$ cat config.mk
export PLATFORM = sky130hd
export DESIGN_NAME = stable_priority_queue_flat
export DESIGN_NICKNAME = d
export VERILOG_FILES = /design/src/hdl/spq_pkg.sv /design/src/hdl/spq_stream_if.sv /design/src/hdl/spq_cell.sv /design/src/hdl/stable_priority_queue.sv /design/src/flat_wrapper.sv
export SDC_FILE = /design/constraint.sdc
export NUM_CORES = 1
export LEC_CHECK = 0
export BUFFER_PORTS_ARGS = -buffer_cell sky130_fd_sc_hd__clkbuf_2
export CORE_AREA = 2 2 39 41
export DETAILED_ROUTE_END_ITERATION = 8
export DIE_AREA = 0 0 41 43
export HOLD_SLACK_MARGIN = 0.15
export SYNTH_ARGS = -nofsm -noshare
export SYNTH_HDL_FRONTEND = slang
export SYNTH_SLANG_ARGS = --single-unit
$ cat constraint.sdc
create_clock -name clk -period 2.87 [get_ports clk]
set_clock_uncertainty 0.1 [all_clocks]
set_input_delay 0.574 -clock clk [delete_from_list [all_inputs] [get_ports clk]]
set_output_delay 0.574 -clock clk [all_outputs]
set_load 0.03 [all_outputs]
$ cat src/hdl/spq_pkg.sv
// Shared types, command and status codes for the stable priority queue.
package spq_pkg;

	localparam int DEPTH_DEFAULT = 16;

	localparam int CMD_W = 2;
	localparam int ID_W = 16;
	localparam int URG_W = 4;
	localparam int STATUS_W = 2;
	localparam int OCC_W = 5;

	localparam logic [CMD_W-1:0] CMD_ENQ = 2'd0;
	localparam logic [CMD_W-1:0] CMD_DEQ = 2'd1;
	localparam logic [CMD_W-1:0] CMD_PEEK = 2'd2;

	localparam logic [STATUS_W-1:0] STATUS_OK = 2'd0;
	localparam logic [STATUS_W-1:0] STATUS_EMPTY = 2'd1;
	localparam logic [STATUS_W-1:0] STATUS_FULL = 2'd2;

	typedef struct packed {
		logic [CMD_W-1:0] cmd;
		logic [ID_W-1:0] entry_id;
		logic [URG_W-1:0] urgency;
	} req_t;

	typedef struct packed {
		logic [STATUS_W-1:0] status;
		logic [ID_W-1:0] head_id;
		logic [URG_W-1:0] head_urgency;
		logic [OCC_W-1:0] occupancy;
	} rsp_t;

	typedef struct packed {
		logic [ID_W-1:0] id;
		logic [URG_W-1:0] urgency;
	} slot_t;

	// What one cell shows its neighbors.
	typedef struct packed {
		slot_t slot;
		logic valid;
		logic keep;
	} link_t;

	// Broadcast from the control to every cell.
	typedef struct packed {
		logic insert;
		logic remove;
		slot_t item;
	} op_t;

endpackage

$ cat src/hdl/spq_stream_if.sv
// Valid/ready channel carrying one payload item per handshake.
interface spq_stream_if #(
	parameter type payload_t = logic
) ();
	logic valid;
	logic ready;
	payload_t data;

	modport source (output valid, output data, input ready);
	modport sink (input valid, input data, output ready);
endinterface

$ cat src/hdl/spq_cell.sv
// One slot of the sorted queue: holds an entry and trades it with its neighbors.
module spq_cell (
	input logic clk,
	input logic arst_n,
	input spq_pkg::op_t op,
	input spq_pkg::link_t prev,
	input spq_pkg::link_t next,
	output spq_pkg::link_t self
);

	spq_pkg::slot_t slot_q;
	logic valid_q;
	logic keep;

	// Entries of equal or lower number stay ahead of the new one.
	assign keep = valid_q && (slot_q.urgency <= op.item.urgency);

	assign self = {slot_q, valid_q, keep};

	always_ff @(posedge clk or negedge arst_n) begin
		if (!arst_n) begin
			valid_q <= 1'b0;
		end else if (op.insert && !keep) begin
			valid_q <= prev.keep ? 1'b1 : prev.valid;
		end else if (op.remove) begin
			valid_q <= next.valid;
		end
	end

	always_ff @(posedge clk) begin
		if (op.insert && !keep) begin
			// Take the new entry at the boundary, shift back behind it.
			slot_q <= prev.keep ? op.item : prev.slot;
		end else if (op.remove) begin
			slot_q <= next.slot;
		end
	end

endmodule

$ cat src/hdl/stable_priority_queue.sv
// Stable priority queue: a row of sorting cells with a registered result.
//
// Channels: req carries commands (enqueue, dequeue, peek head) with an entry
// identifier and urgency; rsp returns one result per command with status,
// the head entry where it applies, and the occupancy after the command.
// Entries leave by ascending urgency, equal urgencies in arrival order.
//
// Every cell compares its urgency against the incoming one in parallel and
// either holds, takes the new entry, or takes its neighbor's entry, so a
// command finishes in the cycle it is accepted. The result is registered in the
// output register and shown in the cycle after acceptance; one command per
// cycle is sustained while rsp is ready.
//
// When rsp stalls, the result is held and req.ready drops until it is taken.
// Reset clears all slot valid bits, the count and the output valid flag;
// the queue is empty and ready in the first cycle after reset.
module stable_priority_queue #(
	parameter int DEPTH = spq_pkg::DEPTH_DEFAULT
) (
	input logic clk,
	input logic arst_n,
	spq_stream_if.sink req,
	spq_stream_if.source rsp
);

	localparam int CNT_W = $clog2(DEPTH + 1);

	spq_pkg::link_t links [DEPTH];
	spq_pkg::link_t prev_links [DEPTH];
	spq_pkg::link_t next_links [DEPTH];
	spq_pkg::op_t op;
	spq_pkg::req_t cmd_in;
	spq_pkg::rsp_t rsp_d;
	spq_pkg::rsp_t rsp_q;
	logic rsp_valid_q;
	logic accept;
	logic full;
	logic empty;
	logic [CNT_W-1:0] cnt_q;
	logic [CNT_W-1:0] cnt_d;

	assign cmd_in = req.data;
	assign req.ready = !rsp_valid_q || rsp.ready;
	assign accept = req.valid && req.ready;

	assign full = (cnt_q == CNT_W'(DEPTH));
	assign empty = !links[0].valid;

	always_comb begin
		for (int i = 0; i < DEPTH; i++) begin
			if (i == 0) begin
				prev_links[i] = '0;
				prev_links[i].keep = 1'b1;
			end else begin
				prev_links[i] = links[i-1];
			end
			if (i == DEPTH - 1) begin
				next_links[i] = '0;
			end else begin
				next_links[i] = links[i+1];
			end
		end
	end

	always_comb begin
		op.insert = 1'b0;
		op.remove = 1'b0;
		op.item.id = cmd_in.entry_id;
		op.item.urgency = cmd_in.urgency;
		rsp_d = '0;
		cnt_d = cnt_q;
		case (cmd_in.cmd)
			spq_pkg::CMD_ENQ: begin
				if (full) begin
					rsp_d.status = spq_pkg::STATUS_FULL;
				end else begin
					op.insert = accept;
					cnt_d = cnt_q + CNT_W'(1);
				end
			end
			spq_pkg::CMD_DEQ, spq_pkg::CMD_PEEK: begin
				if (empty) begin
					rsp_d.status = spq_pkg::STATUS_EMPTY;
				end else begin
					rsp_d.head_id = links[0].slot.id;
					rsp_d.head_urgency = links[0].slot.urgency;
					if (cmd_in.cmd == spq_pkg::CMD_DEQ) begin
						op.remove = accept;
						cnt_d = cnt_q - CNT_W'(1);
					end
				end
			end
			default: begin
				// Unused code: no change, report occupancy as is.
			end
		endcase
		rsp_d.occupancy = spq_pkg::OCC_W'(cnt_d);
	end

	for (genvar g = 0; g < DEPTH; g++) begin : g_cell
		spq_cell u_cell (
			.clk(clk),
			.arst_n(arst_n),
			.op(op),
			.prev(prev_links[g]),
			.next(next_links[g]),
			.self(links[g])
		);
	end

	always_ff @(posedge clk or negedge arst_n) begin
		if (!arst_n) begin
			cnt_q <= '0;
			rsp_valid_q <= 1'b0;
		end else begin
			if (accept) begin
				cnt_q <= cnt_d;
				rsp_valid_q <= 1'b1;
			end else if (rsp.ready) begin
				rsp_valid_q <= 1'b0;
			end
		end
	end

	always_ff @(posedge clk) begin
		if (accept) begin
			rsp_q <= rsp_d;
		end
	end

	assign rsp.valid = rsp_valid_q;
	assign rsp.data = rsp_q;

endmodule
$ cat src/flat_wrapper.sv
// flat-port wrapper written by rule: the top's interface ports become plain ports
module stable_priority_queue_flat 
#(
	parameter int DEPTH = spq_pkg::DEPTH_DEFAULT
)
  (clk, arst_n, req_valid, req_data, req_ready, rsp_valid, rsp_data, rsp_ready);
  spq_stream_if req_i ();
  spq_stream_if rsp_i ();
  input logic clk;
  input logic arst_n;
  input wire logic [$bits(req_i.valid)-1:0] req_valid;
  input wire logic [$bits(req_i.data)-1:0] req_data;
  output wire logic [$bits(req_i.ready)-1:0] req_ready;
  output wire logic [$bits(rsp_i.valid)-1:0] rsp_valid;
  output wire logic [$bits(rsp_i.data)-1:0] rsp_data;
  input wire logic [$bits(rsp_i.ready)-1:0] rsp_ready;
  assign req_i.valid = req_valid;
  assign req_i.data = req_data;
  assign req_ready = req_i.ready;
  assign rsp_valid = rsp_i.valid;
  assign rsp_data = rsp_i.data;
  assign rsp_i.ready = rsp_ready;
  stable_priority_queue #(.DEPTH(DEPTH)) u_core (.clk(clk), .arst_n(arst_n), .req(req_i), .rsp(rsp_i));
endmodule
Word-level counts from Yosys, hierarchy flattened
Cells that the tools add are included.
{"block": "totals", "register_bits": 7, "in_bits": 5, "out_inout_bits": 3, "wordCells": 12}
{"block": "op_classes", "addsub": 1, "eq_ne": 1, "mux": 3, "reduce_logical": 4}
{"operator": "$add A5 B1 Y5 const B", "count": 1}
{"operator": "$eq A5 B5 Y1 const B", "count": 1}
{"operator": "$mux W5", "count": 1}
{"operator": "$mux W1", "count": 2}
{"operator": "$reduce_bool A2 Y1", "count": 1}
{"operator": "$logic_and A1 B1 Y1", "count": 1}
{"operator": "$logic_not A1 Y1", "count": 1}
{"operator": "$logic_or A1 B1 Y1", "count": 1}

Depth between registers and ports, before layout
Gate-level depths: netlist of the first run.
{"block": "depth", "word_depth": 4, "depth_mapped": 5, "mapped_depth_nobuf": 5}

Worst setup path before layout of the first run
No wires, ideal clock.
{"block": "synth_timing", "path_type": "input port to flip-flop", "start": "input port rsp_ready", "end": "register u_core.cnt_q[1]", "setup_ns": 0.125, "arrival_ns": 1.401, "required_ns": 2.645, "path_slack_ns": 1.244, "cell_stages": 4, "path_buffers": 0, "cell_sequence": "nor2b_1 inv_1 nand3b_2 mux2_4"}
{"block": "synth_via", "elab_chain_len": 2}
{"item": "start: declaration", "line": "flat_wrapper.sv:16", "source": "input wire logic [$bits(rsp_i.ready)-1:0] rsp_ready;"}
{"item": "$logic_or A1 B1 Y1", "line": "stable_priority_queue.sv:43", "source": "assign req.ready = !rsp_valid_q || rsp.ready;"}
{"item": "via req_ready", "line": "flat_wrapper.sv:13", "source": "output wire logic [$bits(req_i.ready)-1:0] req_ready;"}
{"item": "$logic_and A1 B1 Y1", "line": "stable_priority_queue.sv:44", "source": "assign accept = req.valid && req.ready;"}
{"item": "end signal: assignment", "line": "stable_priority_queue.sv:117", "source": "cnt_q <= cnt_d;"}
{"item": "end: declaration", "line": "stable_priority_queue.sv:39", "source": "logic [CNT_W-1:0] cnt_q;"}
The timed path passes the listed nets, and every way through them passes these cells.
A chain may end at the register's enable or synchronous reset.

Worst setup path after layout of the first run
{"block": "layout_timing", "start": "input port rsp_ready", "end": "output port req_ready"}
{"block": "layout_via", "elab_chain_len": 1}
{"item": "$logic_or A1 B1 Y1", "line": "stable_priority_queue.sv:43"}
{"item": "end: declaration", "line": "flat_wrapper.sv:13"}
Every way passes these cells.

==> impl_metrics.json, run 1 <==
{
  "firstDrtPassIters": 4,
  "p_int_mw": 0.271,
  "swShare": 0.335,
  "synthCells": 30,
  "vias": 239,
  "switching_power_mw": 0.136,
  "dieHeight_um": 43,
  "synth_area_per_cell_um2": 12.1,
  "htreeDepth": 1,
  "place_area_um2": 412,
  "wl_per_cell_um": 10.6,
  "hpwl_um": 474,
  "status": "completed",
  "synthesis.nets": 37,
  "cts_made_buffers": 3,
  "multi_input_area_um2": 170,
  "seq_area_um2": 180,
  "clock_path_buffers": 2,
  "initial_core_util": 0.261,
  "gp_congestion": 0.640,
  "grt_pass1_vias": 243,
  "fin_crit_sh": 0.658,
  "drive_gt1_frac": 0.293,
  "final_core_util": 0.324,
  "hold_violations": 0,
  "ys_warn_count": 0,
  "overflow": 0,
  "ant_nets": 0,
  "seq_area_frac_synth": 0.498,
  "insertion_delay_ps": 250,
  "drt_iter0_markers": 3,
  "core_region_area_mm2": 0.00138,
  "cts.clk_slew.worst_paths_ps": 50,
  "required_ps": 2200,
  "drt-total-wl_um": 606,
  "setup_tns_ps": 0,
  "yosys_register_bits": 7,
  "cp_max_fo": 5,
  "cts_tree": "done",
  "slew_viol_final": 0,
  "grt_max_degree": 7,
  "diodes": 0,
  "cellPowerDensity_mw_per_mm2": 908,
  "max_slew_margin": 0.815,
  "drcViolationCount": 0,
  "port_buffers": 6,
  "rsz0062_at_grt": "no",
  "postCtsSetupRepairBufs": 0,
  "stdcell_area_um2": 448,
  "clockRootBuffer": "clkbuf_4",
  "die_x_um": 41,
  "cap_violations": 0,
  "critical_path_arrival_ps": 1210,
  "cts_resized": 0,
  "timing.final.crit_period_ps": 1890,
  "tightest_slew_ps": 277,
  "finalSetupViolCount": 0,
  "cts_hold_buf": 1,
  "nNetsFinal": 49,
  "ios": 8,
  "p_clk_frac": 0.224,
  "antenna_found_initial": 0,
  "hp-class": "reg -> reg",
  "leakage_nw": 0.213,
  "die-area_mm2": 0.00176,
  "crit_type": "in -> out",
  "grtUsageTotal": 0.0930,
  "pwr-share-seq": 0.461,
  "irDropWorstVdd_uv": 245,
  "synthDistinctLibCells": 18,
  "syn_area_um2": 362,
  "clock_sinks": 7,
  "worstSetupEndpointType": "primary output",
  "num-fill-cells": 144,
  "fin_hold_ws_ps": 367,
  "area_growth_pct": 23.9,
  "cp-start-kind": "input pin",
  "grt_pass1_wl_um": 966,
  "combinationalPowerShare": 0.315,
  "num_rows": 14,
  "vias_per_cell": 4.19,
  "max_freq_mhz": 530
}
final cells by class:
| cell class | count | share of cell area |
|---|---|---|
| flip-flops and latches | 7 | 0.402 |
| inverters | 3 | 0.0251 |
| repair buffers | 7 | 0.0894 |
| multi-input cells | 20 | 0.380 |
| clock buffers | 4 | 0.0587 |
| well taps | 16 | 0.0447 |
critical path, stage by stage:
cell      delay (ps)
clkbuf_2          80
nor2b_1          210
inv_1            140
clkbuf_2         210
metrics by stage:
| stage | worst slack (ps) | std cells | power [mW] |
|---|---|---|---|
| final | 982 | 57 | 0.407 |
| after global routing | 907 | 57 | 0.444 |
| after CTS | 971 | 57 | 0.419 |
| after detailed placement | 974 | 52 | 0.320 |
| after global placement | 998 | 52 | 0.314 |
| after floorplan | 1240 | 30 | 0.287 |
synth_stat cells:
library cell / n / area, µm²
and3_1: 1 / 6.26
nor3_1: 1 / 5.00
and2_1: 1 / 6.26
dfrtp_1: 6 / 150
ha_1: 2 / 25.0
nand3b_2: 1 / 11.3
nor4bb_4: 1 / 25.0
nand2_1: 3 / 11.3
xnor2_1: 3 / 26.3
mux2_4: 1 / 15.0
nand3_1: 1 / 5.00
or4_1: 1 / 7.51
inv_1: 3 / 11.3
xor2_1: 1 / 8.76
o21ai_0: 1 / 5.00
nand2b_1: 1 / 6.26
edfxtp_1: 1 / 30.0
nor2b_1: 1 / 6.26
logic make-up after synthesis:
| kind of cell | after synthesis | synth area share |
|---|---|---|
| adder cells (fa/ha/maj) | 2 | 0.0692 |
| XOR/XNOR | 4 | 0.0969 |
| multiplexers | 1 | 0.0415 |
| AND/OR/NAND/NOR | 12 | 0.249 |
| buffers and inverters | 3 | 0.0311 |
| AO/OA/AOI/OAI | 1 | 0.0138 |
| flip-flops | 7 | 0.498 |
power by group through the flow:
stage | Clock [mW] | Sequential, mW | Combinational, mW
6_report | 0.0910 | 0.188 | 0.128
2_1_floorplan | 0 | 0.191 | 0.0958
3_5_place_dp | 0 | 0.190 | 0.130
5_1_grt | 0.104 | 0.197 | 0.143
3_3_place_gp | 0 | 0.190 | 0.124
4_1_cts | 0.0991 | 0.188 | 0.132
placed cells by master (no fill, tap or decap):
cell / n
edfxtp_1: 1
xnor2_1: 3
clkbuf_2: 6
clkbuf_1: 1
nand3b_2: 1
or4_1: 1
nand2_1: 3
dfrtp_1: 6
and2_1: 1
o21ai_0: 1
clkbuf_4: 3
nor3_1: 1
dlygate4sd3_1: 1
nand2b_1: 1
nor4bb_4: 1
inv_1: 3
nand3_1: 1
and3_1: 1
xor2_1: 1
ha_1: 2
mux2_4: 1
nor2b_1: 1
final timing paths:
check                                            start  slack [ps]  depth (start not counted)                      endpoint
max in group asynchronous                       arst_n        1940                          2   u_core.cnt_q[1]$_DFFE_PN0P_
setup reg to reg           u_core.cnt_q[0]$_DFFE_PN0P_        1240                          5   u_core.cnt_q[1]$_DFFE_PN0P_
min in group asynchronous                       arst_n         570                          2  u_core.rsp.valid$_DFFE_PN0P_
setup / recovery                             rsp_ready         980                          4                     req_ready
hold reg to reg            u_core.cnt_q[4]$_DFFE_PN0P_         370                          1   u_core.cnt_q[4]$_DFFE_PN0P_
hold / removal             u_core.cnt_q[4]$_DFFE_PN0P_         370                          1   u_core.cnt_q[4]$_DFFE_PN0P_
layer usage:
metal / share of wire / up-vias / GRT usage
met1: 0.39 / 112 / 0.0888
li1: - / 120 / -
met4: 0 / 0 / 0.100
met3: 0.10 / 0 / 0.0471
met2: 0.50 / 7 / 0.128
met5: 0 / - / 0
registers in the layout (all words and copies together), names as in the netlist:
name              cells
u_core.cnt_q          5
u_core.rsp.data       1
u_core.rsp.valid      1
Power figures use the tool's default switching activity.
==> run 2, diff against run 1 <==
--- a/config.mk
+++ b/config.mk
@@ -5,6 +5,7 @@
 export SDC_FILE = /design/constraint.sdc
 export NUM_CORES = 1
 export LEC_CHECK = 0
+export ABC_AREA = 1
 export BUFFER_PORTS_ARGS = -buffer_cell sky130_fd_sc_hd__clkbuf_2
 export CORE_AREA = 2 2 39 41
 export DETAILED_ROUTE_END_ITERATION = 8
==> constraint.sdc (replaced) <==
create_clock -name clk -period 1.7 [get_ports clk]
set_clock_uncertainty 0.1 [all_clocks]
set_input_delay 0.34 -clock clk [delete_from_list [all_inputs] [get_ports clk]]
set_output_delay 0.34 -clock clk [all_outputs]
set_load 0.03 [all_outputs]
==> impl_metrics.json, run 2 <==
{
  "max_freq_mhz": 691,
  "cts_made_buffers": 3,
  "die_x_um": 41,
  "drcViolationCount": 0,
  "crit_end": "req_ready",
  "netlist_top_cells_count": "24 x nand2_1, 7 x inv_1, 6 x dfrtp_1",
  "port_buffers": 6,
  "worstSetupEndpointType": "primary output",
  "drt_iter0_markers": 8,
  "synth_top_area_frac": 0.350,
  "hold_violations": 0,
  "nNetsFinal": 76,
  "firstDrtPassIters": 2,
  "num-fill-cells": 149,
  "synth_area_per_cell_um2": 7.53,
  "seq_area_frac_synth": 0.420,
  "ant_nets": 0,
  "grt_pass1_vias": 353,
  "wl_per_cell_um": 9.30,
  "postCtsSetupRepairBufs": 0,
  "rr_startpoint": "u_core.cnt_q[1]$_DFFE_PN0P_",
  "r2r_cells": 6,
  "gp_congestion": 0.794,
  "cts_tree": "done",
  "tightest_slew_ps": 262,
  "htreeDepth": 1,
  "synth_area_leaders": "dfrtp_1 35%, nand2_1 21%, edfxtp_1 7.0%",
  "antenna_found_initial": 0,
  "fin_hold_ws_ps": 238,
  "cp_max_fo": 3,
  "status": "completed",
  "grtUsageTotal": 0.123,
  "area_growth_pct": 19.2,
  "synthFlopType": "dfrtp_1",
  "regMostFlops": "u_core.cnt_q",
  "overflow": 0,
  "clock_path_buffers": 2,
  "core_region_area_mm2": 0.00138,
  "initial_core_util": 0.310,
  "timing.final.crit_period_ps": 1450,
  "insertion_delay_ps": 250,
  "clock_sinks": 7,
  "dieHeight_um": 43,
  "rrSetupSlack_ps": 350,
  "drt-total-wl_um": 781,
  "hold_depth": 3,
  "worstReg2RegEnd": "u_core.rsp.data$_DFFE_PP_",
  "ios": 8,
  "crit_type": "reg -> out",
  "vias": 372,
  "fin_ws_ps": 253,
  "cap_violations": 0,
  "hp-class": "in -> reg",
  "synth-edff-count": 1,
  "setup_tns_ps": 0,
  "hpwl_um": 627,
  "total_power_mw": 0.665,
  "drive_gt1_frac": 0.235,
  "diodes": 0,
  "die-area_mm2": 0.00176,
  "largest_reg_flops": 5,
  "cellPowerDensity_mw_per_mm2": 1300,
  "grt_max_degree": 9,
  "synthesis.nets": 64,
  "final_core_util": 0.370,
  "mostFrequentLayoutCells": "24 x nand2_1, 7 x inv_1, 6 x clkbuf_2, 6 x dfrtp_1, 5 x nand3_1",
  "syn_area_um2": 429,
  "ys_warn_count": 0,
  "cp-start-kind": "register",
  "synthDistinctLibCells": 14,
  "clockRootBuffer": "clkbuf_4",
  "dp_slack_ps": 344,
  "synthCells": 57,
  "crit_start": "u_core.rsp.valid$_DFFE_PN0P_",
  "finalSetupViolCount": 0,
  "num_rows": 14,
  "required_ps": 1260,
  "grt_pass1_wl_mm": 1.37,
  "synth.most_common_cell": "nand2_1",
  "yosys_register_bits": 7,
  "synth_async_sr_flop_share": 0.857,
  "critical_path_arrival_ps": 1010,
  "yosys.area.top_type": "dfrtp_1",
  "fin_crit_sh": 0.851,
  "vias_per_cell": 4.43,
  "cts.clk_slew.worst_paths_ps": 60,
  "rsz0062_at_grt": "no",
  "max_slew_margin": 0.826,
  "slew_viol_final": 0,
  "layout_commonest_cell": "nand2_1",
  "irDropWorstVdd_uv": 614,
  "leakage_nw": 0.281
}
[run 2: changes by cell type after synthesis, sizes merged, moves of 2 or more]
cell   delta
nor2      +3
nand3     +4
inv       +6
nand4     +2
nand2    +23
xnor2     -3
[run 2: where the power goes]
part | leakage [nW] | switching, mW | internal [mW]
registers | 0.0845 | 0.0642 | 0.223
logic | 0.181 | 0.134 | 0.0926
clock network | 0.0150 | 0.0621 | 0.0897
[run 2: timing repair]
item / CTS / global route
gates resized for setup: 0 / 0
hold buffers: 1 / 0
hold endpoints to repair: 6 / 0
[run 2: worst min-delay path by stage]
stage / startpoint / end / slack (ps)
global placement: arst_n / u_core.cnt_q[4]$_DFFE_PN0P_ / 90
global route: req_valid / u_core.rsp.valid$_DFFE_PN0P_ / 230
detailed placement: arst_n / u_core.rsp.valid$_DFFE_PN0P_ / 80
finish: req_valid / u_core.rsp.valid$_DFFE_PN0P_ / 240
CTS: req_valid / u_core.rsp.valid$_DFFE_PN0P_ / 230
floorplan: arst_n / u_core.cnt_q[0]$_DFFE_PN0P_ / -60
[run 2: per-stage QoR]
stage / instances / area (µm²)
detailed placement: 79 / 475
finish: 84 / 512
CTS: 84 / 512
global route: 84 / 512
global placement: 79 / 475
floorplan: 57 / 429
[run 2: logic make-up (layout without fill, tap and decap cells)]
kind of cell,after synthesis,count (layout),share of synthesized area
AOI/OAI and AO/OA,1,1,0.0379
DFF,7,7,0.420
adders and majority gates,2,2,0.0583
buffers and inverters,10,21,0.105
and+or+nand+nor,36,36,0.359
xor gates and xnor gates,1,1,0.0204
[run 2: final cells by class]
type,instances,area (µm²),area share
tap,16,20.0,0.0391
inverter,9,33.8,0.0660
multi-input combinational,40,204,0.399
sequential,7,180,0.352
clock buffer,4,26.3,0.0513
timing repair buffer,8,47.5,0.0929
[run 2: metal layers]
layer  vias up  routed length, µm  share of wire  track usage
li1        197                  -              -            -
met1       163                339           0.43        0.114
met2        10                384           0.49        0.197
met3         2                 52          0.067       0.0942
met4         0                  6         0.0077       0.0400
met5         -                  0              0            0
[run 2: worst max-delay path: stages (launching register included)]
cell and delay, ps:
dfrtp_1 410, nand2_1 120, clkbuf_2 220
==> run 3, diff against run 2 <==
==> constraint.sdc (replaced) <==
create_clock -name clk -period 1.85 [get_ports clk]
set_clock_uncertainty 0.1 [all_clocks]
set_input_delay 0.37 -clock clk [delete_from_list [all_inputs] [get_ports clk]]
set_output_delay 0.37 -clock clk [all_outputs]
set_load 0.03 [all_outputs]
==> impl_metrics.json, run 3 (same netlist as run 2, synthesis figures left out) <==
{
  "mostFrequentLayoutCells": "24 x nand2_1, 7 x inv_1, 6 x clkbuf_2, 6 x dfrtp_1, 5 x nand3_1",
  "cellPowerDensity_mw_per_mm2": 1220,
  "drive_gt1_frac": 0.224,
  "cp-start-kind": "register",
  "area_growth_pct": 17.5,
  "vias_per_cell": 4.57,
  "antenna_found_initial": 0,
  "cts_made_buffers": 3,
  "port_buffers": 6,
  "leakage_nw": 0.276,
  "cts_tree": "done",
  "grtUsageTotal": 0.130,
  "max_freq_mhz": 682,
  "status": "completed",
  "num_rows": 14,
  "hpwl_um": 637,
  "drcViolationCount": 0,
  "hold_violations": 0,
  "clock_path_buffers": 2,
  "required_ps": 1380,
  "final_core_util": 0.364,
  "irDropWorstVdd_uv": 471,
  "overflow": 0,
  "die_x_um": 41,
  "layout_commonest_cell": "nand2_1",
  "initial_core_util": 0.310,
  "max_slew_margin": 0.826,
  "diodes": 0,
  "dieHeight_um": 43,
  "grt_pass1_vias": 342,
  "regMostFlops": "u_core.cnt_q",
  "cts.clk_slew.worst_paths_ps": 50,
  "cp_max_fo": 3,
  "ant_nets": 0,
  "tightest_slew_ps": 261,
  "num-fill-cells": 150,
  "insertion_delay_ps": 250,
  "fin_crit_sh": 0.793,
  "setup_tns_ps": 0,
  "ios": 8,
  "cts_resized": 0,
  "timing.final.crit_period_ps": 1470,
  "largest_reg_flops": 5,
  "critical_path_arrival_ps": 1000,
  "rsz0062_at_grt": "no",
  "grt_max_degree": 9,
  "drt-total-wl_um": 885,
  "gp_congestion": 0.794,
  "slew_viol_final": 0,
  "worstSetupEndpointType": "primary output",
  "htreeDepth": 1,
  "vias": 379,
  "grt_pass1_wl_mm": 1.42,
  "die-area_mm2": 0.00176,
  "clockRootBuffer": "clkbuf_4",
  "nNetsFinal": 75,
  "cap_violations": 0,
  "firstDrtPassIters": 4,
  "wl_per_cell_um": 10.7,
  "core_region_area_mm2": 0.00138,
  "crit_type": "reg -> out",
  "clock_sinks": 7,
  "finalSetupViolCount": 0,
  "postCtsSetupRepairBufs": 0,
  "drt_iter0_markers": 11,
  "hp-class": "in -> reg"
}
run 3: final cells by class:
class                           count  area [µm²]  share of cell area
Multi-Input combinational cell     40         204               0.404
Inverter                            9        33.8              0.0670
Sequential cell                     7         180               0.357
Clock buffer                        4        26.3              0.0521
Timing Repair Buffer                7        40.0              0.0794
Tap cell                           16        20.0              0.0397
run 3: worst paths after layout:
| kind | depth (start not counted) | to | start | slack [ps] |
|---|---|---|---|---|
| worst max-delay path | 2 | req_ready | u_core.rsp.valid$_DFFE_PN0P_ | 380 |
| worst min-delay path | 3 | u_core.rsp.valid$_DFFE_PN0P_ | req_valid | 270 |
| worst max register to register | 6 | u_core.rsp.data$_DFFE_PP_ | u_core.cnt_q[0]$_DFFE_PN0P_ | 400 |
| worst min register to register | 2 | u_core.cnt_q[1]$_DFFE_PN0P_ | u_core.cnt_q[1]$_DFFE_PN0P_ | 460 |
| max in group asynchronous | 2 | u_core.cnt_q[1]$_DFFE_PN0P_ | arst_n | 1120 |
| min in group asynchronous | 2 | u_core.cnt_q[4]$_DFFE_PN0P_ | arst_n | 380 |
run 3: worst max-delay path, cell delays in order, from the launching register on:
cell      delay (ps)
dfrtp_1          410
nand2_1          120
clkbuf_2         210
run 3: timing repair:
action | CTS | global route
hold buffers | 1 | 0
hold endpoints to repair | 6 | 0
endpoints found under the setup margin | 0 | 0
run 3: through the flow:
step	area, µm²	power (mW)	hold slack, ps	setup slack (ps)	std cells
2_1_floorplan	429	0.437	-25.6	522	57
3_5_place_dp	468	0.470	112	413	78
3_3_place_gp	468	0.460	115	453	78
5_1_grt	504	0.675	261	293	83
6_report	504	0.615	273	383	83
4_1_cts	504	0.620	267	360	83
run 3: report_power, final:
group	switching, mW	internal [mW]
combinational	0.122	0.0790
clock	0.0595	0.0825
sequential	0.0676	0.204
run 3: layer usage:
| layer | share of wire | up-vias | track usage |
|---|---|---|---|
| met2 | 0.49 | 17 | 0.191 |
| met3 | 0.058 | 2 | 0.0628 |
| met1 | 0.44 | 164 | 0.145 |
| met5 | 0 | - | 0 |
| met4 | 0.0090 | 0 | 0.0800 |
| li1 | - | 196 | - |
